**src/design/mcc_pkg.sv**
```systemverilog
package mcc_pkg;

  localparam int MCC_MAX_CLASSES = 16;
  localparam int MCC_COUNT_BITS  = 16;
  localparam int CLASS_BITS      = 4;
  localparam int CFG_BITS        = 5;
  localparam int SAMPLE_BITS     = 16;
  localparam int Q_BITS          = 16;
  localparam int FRAC_SHIFT      = 30;
  localparam int MIN_CLASSES     = 2;

  localparam logic [CFG_BITS-1:0] CFG_RESET   = CFG_BITS'(2);
  localparam logic [Q_BITS-1:0]   MCC_POS_MAX = {1'b0, {(Q_BITS-1){1'b1}}};

  typedef logic [2:0] mul_op_t;

  localparam mul_op_t MOP_RC = 3'd0;
  localparam mul_op_t MOP_RR = 3'd1;
  localparam mul_op_t MOP_CC = 3'd2;
  localparam mul_op_t MOP_NN = 3'd3;
  localparam mul_op_t MOP_NT = 3'd4;
  localparam mul_op_t MOP_AB = 3'd5;
  localparam mul_op_t MOP_MM = 3'd6;

  typedef struct packed {
    logic [CLASS_BITS-1:0] actual_cls;
    logic [CLASS_BITS-1:0] guess_cls;
    logic                  last_sample;
  } mcc_in_t;

  typedef struct packed {
    logic signed [Q_BITS-1:0] mcc_value;
    logic [SAMPLE_BITS-1:0]   samples_counted;
    logic                     undefined_flag;
    logic                     dropped_flag;
    logic                     saturated_flag;
  } mcc_out_t;

  typedef struct packed {
    logic    accept;
    logic    sweep_init;
    logic    rd_issue;
    logic    acc;
    logic    row_end;
    logic    mul_start;
    mul_op_t mul_op;
    logic    form_ab;
    logic    form_mag;
    logic    sq_init;
    logic    sq_add;
    logic    sq_cmp;
    logic    load_out;
  } mcc_cmd_t;

  typedef struct packed {
    logic mul_done;
    logic j_last;
    logic i_last;
    logic ab_zero;
    logic sq_last;
  } mcc_status_t;

endpackage

```
**src/design/mcc_ctrl.sv**
```systemverilog
module mcc_ctrl
  import mcc_pkg::*;
(
  input  logic        clk,
  input  logic        rst_n,
  input  logic        in_valid,
  input  logic        in_last,
  output logic        in_stall,
  output logic        out_valid,
  input  logic        out_stall,
  input  mcc_status_t status,
  output mcc_cmd_t    cmd
);

  localparam logic [3:0] ST_IDLE   = 4'd0;
  localparam logic [3:0] ST_DRAIN  = 4'd1;
  localparam logic [3:0] ST_RD     = 4'd2;
  localparam logic [3:0] ST_ACC    = 4'd3;
  localparam logic [3:0] ST_MSTART = 4'd4;
  localparam logic [3:0] ST_MWAIT  = 4'd5;
  localparam logic [3:0] ST_ROWEND = 4'd6;
  localparam logic [3:0] ST_FORMAB = 4'd7;
  localparam logic [3:0] ST_CHK    = 4'd8;
  localparam logic [3:0] ST_MAG    = 4'd9;
  localparam logic [3:0] ST_SQINIT = 4'd10;
  localparam logic [3:0] ST_SQA    = 4'd11;
  localparam logic [3:0] ST_SQC    = 4'd12;
  localparam logic [3:0] ST_OUT    = 4'd13;

  logic [3:0] state_r;
  logic [3:0] state_nxt;
  mul_op_t    op_r;
  mul_op_t    op_nxt;
  logic       out_valid_r;
  logic       out_free;
  logic       accept;

  assign in_stall = (state_r != ST_IDLE);
  assign accept   = in_valid && !in_stall;
  assign out_free = !out_valid_r || !out_stall;

  always_comb begin
    state_nxt      = state_r;
    op_nxt         = op_r;
    cmd            = '0;
    cmd.mul_op     = op_r;
    cmd.accept     = accept;
    case (state_r)
      ST_IDLE: begin
        if (accept && in_last) begin
          state_nxt = ST_DRAIN;
        end
      end
      ST_DRAIN: begin
        cmd.sweep_init = 1'b1;
        state_nxt      = ST_RD;
      end
      ST_RD: begin
        cmd.rd_issue = 1'b1;
        state_nxt    = ST_ACC;
      end
      ST_ACC: begin
        cmd.acc = 1'b1;
        if (status.j_last) begin
          op_nxt    = MOP_RC;
          state_nxt = ST_MSTART;
        end else begin
          state_nxt = ST_RD;
        end
      end
      ST_MSTART: begin
        cmd.mul_start = 1'b1;
        state_nxt     = ST_MWAIT;
      end
      ST_MWAIT: begin
        if (status.mul_done) begin
          case (op_r)
            MOP_RC: begin
              op_nxt    = MOP_RR;
              state_nxt = ST_MSTART;
            end
            MOP_RR: begin
              op_nxt    = MOP_CC;
              state_nxt = ST_MSTART;
            end
            MOP_CC:  state_nxt = ST_ROWEND;
            MOP_NN:  state_nxt = ST_FORMAB;
            MOP_NT:  state_nxt = ST_MAG;
            MOP_AB: begin
              op_nxt    = MOP_MM;
              state_nxt = ST_MSTART;
            end
            MOP_MM:  state_nxt = ST_SQINIT;
            default: state_nxt = ST_IDLE;
          endcase
        end
      end
      ST_ROWEND: begin
        cmd.row_end = 1'b1;
        if (status.i_last) begin
          op_nxt    = MOP_NN;
          state_nxt = ST_MSTART;
        end else begin
          state_nxt = ST_RD;
        end
      end
      ST_FORMAB: begin
        cmd.form_ab = 1'b1;
        state_nxt   = ST_CHK;
      end
      ST_CHK: begin
        if (status.ab_zero) begin
          state_nxt = ST_OUT;
        end else begin
          op_nxt    = MOP_NT;
          state_nxt = ST_MSTART;
        end
      end
      ST_MAG: begin
        cmd.form_mag = 1'b1;
        op_nxt       = MOP_AB;
        state_nxt    = ST_MSTART;
      end
      ST_SQINIT: begin
        cmd.sq_init = 1'b1;
        state_nxt   = ST_SQA;
      end
      ST_SQA: begin
        cmd.sq_add = 1'b1;
        state_nxt  = ST_SQC;
      end
      ST_SQC: begin
        cmd.sq_cmp = 1'b1;
        state_nxt  = status.sq_last ? ST_OUT : ST_SQA;
      end
      ST_OUT: begin
        if (out_free) begin
          cmd.load_out = 1'b1;
          state_nxt    = ST_IDLE;
        end
      end
      default: state_nxt = ST_IDLE;
    endcase
  end

  always_ff @(posedge clk) begin
    if (!rst_n) begin
      state_r     <= ST_IDLE;
      op_r        <= MOP_RC;
      out_valid_r <= 1'b0;
    end else begin
      state_r <= state_nxt;
      op_r    <= op_nxt;
      if (cmd.load_out) begin
        out_valid_r <= 1'b1;
      end else if (!out_stall) begin
        out_valid_r <= 1'b0;
      end
    end
  end

  assign out_valid = out_valid_r;

endmodule

```
**config.mk**
```make
export PLATFORM = sky130hd
export DESIGN_NAME = mcc_ctrl
export DESIGN_NICKNAME = d
export VERILOG_FILES = /design/src/design/mcc_pkg.sv /design/src/design/mcc_ctrl.sv
export SDC_FILE = /design/constraint.sdc
export NUM_CORES = 1
export LEC_CHECK = 0
export ABC_CLOCK_PERIOD_IN_PS = 2600
export BUFFER_PORTS_ARGS = -buffer_cell sky130_fd_sc_hd__clkbuf_2
export CAP_MARGIN = 20
export CORE_MARGIN = 2
export CORE_UTILIZATION = 53
export DETAILED_ROUTE_END_ITERATION = 8
export PLACE_DENSITY = 0.94
export SLEW_MARGIN = 25
export SYNTH_ARGS = -nofsm -noshare
export SYNTH_HDL_FRONTEND = slang
export SYNTH_SLANG_ARGS = --single-unit
export TNS_END_PERCENT = 30
```
**constraint.sdc**
```tcl
create_clock -name clk -period 2.6 [get_ports clk]
set_clock_uncertainty 0.05 [all_clocks]
set_input_delay 0.26 -clock clk [delete_from_list [all_inputs] [get_ports clk]]
set_output_delay 0.26 -clock clk [all_outputs]
set_load 0.01 [all_outputs]
```
Word-level counts from Yosys, hierarchy flattened
Index checks and enable logic that the tools add are counted.
{ "word_totals": {"register_bits": 8, "latchBits": 0, "ram_bits": 0, "rom_bits": 0, "in_bits": 10, "output_inout_bits": 17, "mem_count": 0} }
{ "op_classes": {"addsub": 0, "multipliers": 0, "div": 0, "order_cmp": 0, "eq_ne": 27, "n_shift": 0, "muxes": 29, "n_bitwise": 0, "reduce_logical": 13} }
{ "ops": {"columns": ["cell", "count"], "rows": [
  ["4-bit case mux with 14 select lines", 1],
  ["4-bit == test (second input constant)", 6],
  ["3-bit two-way mux", 7],
  ["4-bit case mux with 5 select lines", 1],
  ["4-bit by 3-bit == test with 1-bit output (second input constant)", 4],
  ["4-bit two-way mux", 4],
  ["3-bit case mux with 5 select lines", 1],
  ["1-bit two-way mux", 14],
  ["2-bit inequality test (second input constant)", 6],
  ["3-bit == test (second input constant)", 3],
  ["3-bit case mux with 3 select lines", 1],
  ["4-bit by 2-bit == test with 1-bit output (second input constant)", 2],
  ["3-bit by 2-bit == test with 1-bit output (second input constant)", 2],
  ["6-bit AND reduction", 1],
  ["5-bit nonzero test", 1],
  ["4-bit by 1-bit == test with 1-bit output (second input constant)", 1],
  ["4-bit zero test", 1],
  ["4-bit inequality test (second input constant)", 1],
  ["4-bit nonzero test", 1],
  ["3-bit by 1-bit == test with 1-bit output (second input constant)", 1],
  ["1-bit zero test", 3],
  ["3-bit zero test", 1],
  ["3-bit AND reduction", 1],
  ["3-bit OR reduction", 1],
  ["3 further kinds", 4]
]} }

Logic depth before layout (Yosys ltp)
{ "logic_depth": {"depth_word": 6, "ltp_mapped": 7, "ltp_nobuf": 5} }

Least setup slack after synthesis
OpenSTA, ideal clock, no wires.
{ "synth_path": {"path_kind": "register to register", "startpoint": "register state_r[3]", "endpoint": "register op_r[0]", "setup_ns": 0.072, "t_arrival_ns": 1.241, "setup_slack_ns": 1.237, "path_stages_with_launch": 7, "n_path_buf": 2, "synth_period_minus_slack_ns": 1.363, "path_cell_list": "dfxtp_1 buf_6 buf_6 nand2_1 nor3_1 o21ai_1 mux2i_1"} }
{ "synth_via": {"elab_chain_len": 3, "elab_cells_between_ends": 13, "cone_classes": "eq/ne (10); mux (1); reduce/logical (2)"} }
{ "synth_rtl": {"columns": ["element", "line_no", "text"], "rows": [
  ["start, declared", "mcc_ctrl.sv:30", "logic [3:0] state_r;"],
  ["start signal, assigned", "mcc_ctrl.sv:152", "state_r <= state_nxt;"],
  ["4-bit by 3-bit == test with 1-bit output, or another cell as far along", "mcc_ctrl.sv:48", "case (state_r)"],
  ["4-bit inequality test (no source line), or another cell as far along", null, null],
  ["6-bit AND reduction (no source line)", null, null],
  ["end signal, assigned", "mcc_ctrl.sv:153", "op_r <= op_nxt;"],
  ["end, declared", "mcc_ctrl.sv:32", "mul_op_t op_r;"]
]} }
Parallel ways exist; a longest one is shown, timed or not.
A chain may end at the register's enable or synchronous reset.

Worst setup path after layout
{ "layout_path": {"startpoint": "register state_r[0]", "endpoint": "register op_r[1]"} }
Same word-level chain as after synthesis.

==> impl_results.md <==
* Syn Inst Count at 112
* Fmax at 497 MHz
* Final hold violation count at 0
* ANT cells at 0
* Clock-pin slew on the worst setup and hold paths at 0.06 ns
* Seq/Total Area, Yosys at 19.6%
* # clock sinks at 8
* Max IR drop VDD at 0.303 mV
* Run status: finished clean
* Final Core Density at 61.9%
* Crit-path cells: nand2b_1 > nor2_1 > a211oi_2 > nor3_4 > mux2i_1
* Clk buf depth at 2
* Syn Nets at 122
* TritonCTS clock tree: yes
* Hold-fix buffer count after cts at 0
* First-pass GRT wire length at 3090 um
* Slew HR at 51.6%
* Core Rows at 14
* Count of pins over their slew limit at 0
* Crit-path leading delay family: simple AND/OR/NAND/NOR gates
* Crit Path Class: reg2reg
* Post-CTS Setup Repair Bufs at 0
* WP data required at 2.72 ns
* Non-filler cells, final at 148
* Detailed Routing Iterations Pass 1 at 4
* Post-synth EDFFs at 0
* Initial Utilization at 55.4%
* Leak at 0.376 nW
* Yosys warning total at 0
* Layout fillers at 123
* Post-synth ARST share at 0%
* Synthesized area per cell at 7.28 um^2
* CP peak stage delay at 0.76 ns
* Die Y-Extent at 43.2 um
* P per Cell Area at 370 nW/um^2
* Share of cells above drive strength 1 at 30.3%
* CP max-delay cell: dfxtp_1
* Buf/Inv on CP at 0
* Main synth FF type: dfxtp_1
* Number of global-route vias before repair at 739
* Hold Path Class: in2reg
* Slew at the pin closest to its max-slew limit at 0.725 ns
* Die ar. at 1870 um^2
* Crit Path Max Fanout at 24
* Unrepaired setup endpoints after global routing: false
* Initial antenna violation count at 0
* GRT Util Overall at 22.3%
* Largest net degree at the start of global routing at 25
* DP HPWL at 1460 um
* H-tree levels at 1
* Flops & latches, synth at 8
* # setup viols final at 0
* Num CTS Buffers at 3
* Layout area overhead at 11.7%
* Post-route ant nets at 0
* Worst skew pair latency at 0.25 ns
* Crit share post-route at 77.4%
* Area of the mapped netlist at 816 um^2
* Residual DRC count at 0
* Horiz. Die Dim at 43.2 um
* I/O pin cnt at 27
* Dpl cells at 145
* GPL Wtd Cong at 0.855
* Mean routed wirelength per cell at 13.1 um
* Fin Setup TNS at 0 ns
* Post-layout minimum cycle time at 2.01 ns
* Final nets at 144
* Detailed-route via count at 879
* Grt total ovfl at 0
* Final wirelength at 1940 um
* Max Cap Violations at 0
* Post-DR vias/cell at 5.94
* CP arrival at 2.14 ns
* DRT iter0 DRCs at 23
* Post-synth cell types at 39
* Port buffer count at 26
* Crit end category: flip-flop
* Post-CTS sizing at 0
* Worst setup SP type: flip-flop
* Core area at 1470 um^2
* Clock root buffer master: clkbuf_4
==> sequential cells by signal, summed over array words and instances, names as in the netlist <==
register	cells
state_r	4
op_r	3
out_valid	1
==> through the flow <==
step,cell area [um^2],setup WS [ns],power [mW],hold slack [ns]
2_1_floorplan,816,1.24,0.228,0.377
3_3_place_gp,888,0.792,0.240,0.447
3_5_place_dp,888,0.665,0.243,0.456
4_1_cts,911,0.649,0.340,0.237
5_1_grt,911,0.392,0.359,0.271
6_report,911,0.587,0.337,0.242
==> where the power goes <==
group / total (mW) / switching [mW] / internal (mW)
Clock: 0.0941 / 0.0413 / 0.0528
Sequential: 0.151 / 0.0238 / 0.127
Combinational: 0.0914 / 0.0504 / 0.0410
==> cell usage in the layout (no fill, tap or decap), drive strengths merged, types with 2 or more instances in the layout <==
| cell type | synthesis | final |
|---|---|---|
| clkbuf | 1 | 29 |
| nor2 | 15 | 15 |
| nand2 | 11 | 11 |
| o21ai | 9 | 9 |
| dfxtp | 8 | 8 |
| a21oi | 8 | 8 |
| nand3 | 7 | 7 |
| nand2b | 7 | 7 |
| nor3 | 7 | 7 |
| nor2b | 3 | 3 |
| nand3b | 3 | 3 |
| inv | 3 | 3 |
| a211oi | 2 | 2 |
| o21a | 2 | 2 |
| o311ai | 2 | 2 |
| mux2i | 2 | 2 |
| and3 | 2 | 2 |
==> path summary, 6_finish.rpt <==
kind	startpoint	to	depth (start not counted)	slack, ns
worst max-delay path	state_r[0]$_SDFFE_PN0P_	op_r[1]$_SDFFE_PN0P_	5	0.59
worst min-delay path	out_stall	out_valid$_SDFFE_PN0P_	3	0.24
worst max register to register	state_r[0]$_SDFFE_PN0P_	op_r[1]$_SDFFE_PN0P_	5	0.59
worst min register to register	out_valid$_SDFFE_PN0P_	out_valid$_SDFFE_PN0P_	2	0.47
==> synthesized netlist by cell type (2+ instances only) <==
cell,instances,area share (%)
a211oi_2,2,3.1
a21oi_1,7,4.3
buf_2,2,1.2
buf_6,5,6.9
dfxtp_1,8,20
inv_2,2,0.92
mux2i_1,2,2.5
nand2_1,11,5.1
nand2b_1,7,5.4
nand3_1,7,4.3
nand3b_1,3,2.8
nor2_1,13,6.0
nor2b_1,3,2.3
nor3_1,6,3.7
o21a_1,2,1.8
o21ai_0,2,1.2
o21ai_1,7,4.3
o311ai_1,2,2.1
==> worst reg2reg max path: cells and delay by family, from the launching register on <==
| family | cells | cell delay, ns |
|---|---|---|
| AO/OA/AOI/OAI | 1 | 0.10 |
| flip-flops | 1 | 0.76 |
| multiplexers | 1 | 0.21 |
| AND/OR/NAND/NOR | 3 | 0.80 |
==> cell families (layout without fill, tap and decap cells) <==
| group | count (synthesis) | in the layout | share of synthesized area [%] |
|---|---|---|---|
| simple gates | 58 | 58 | 39.3 |
| mux | 2 | 2 | 2.45 |
| flops | 8 | 8 | 19.6 |
| buf+inv | 13 | 33 | 11.3 |
| compound gates | 31 | 31 | 27.3 |
==> area by class of cell <==
type	count	area [um^2]	share of cell area, %
clock buffer	3	22.5	2.47
inverter	4	15.0	1.65
multi-input combinational	91	563	61.8
sequential	8	160	17.6
tap	16	20.0	2.20
timing repair buffer	26	130	14.3
==> layer usage <==
metal	routed length [um]	GRT usage, %	vias to the layer above	share of wire [%]
li1	-	-	445	-
met1	871	27.3	387	45
met2	890	35.2	41	46
met3	122	3.40	6	6.3
met4	59	15.8	0	3.0
met5	0	0	-	0
(Power assumes the default switching activity.)
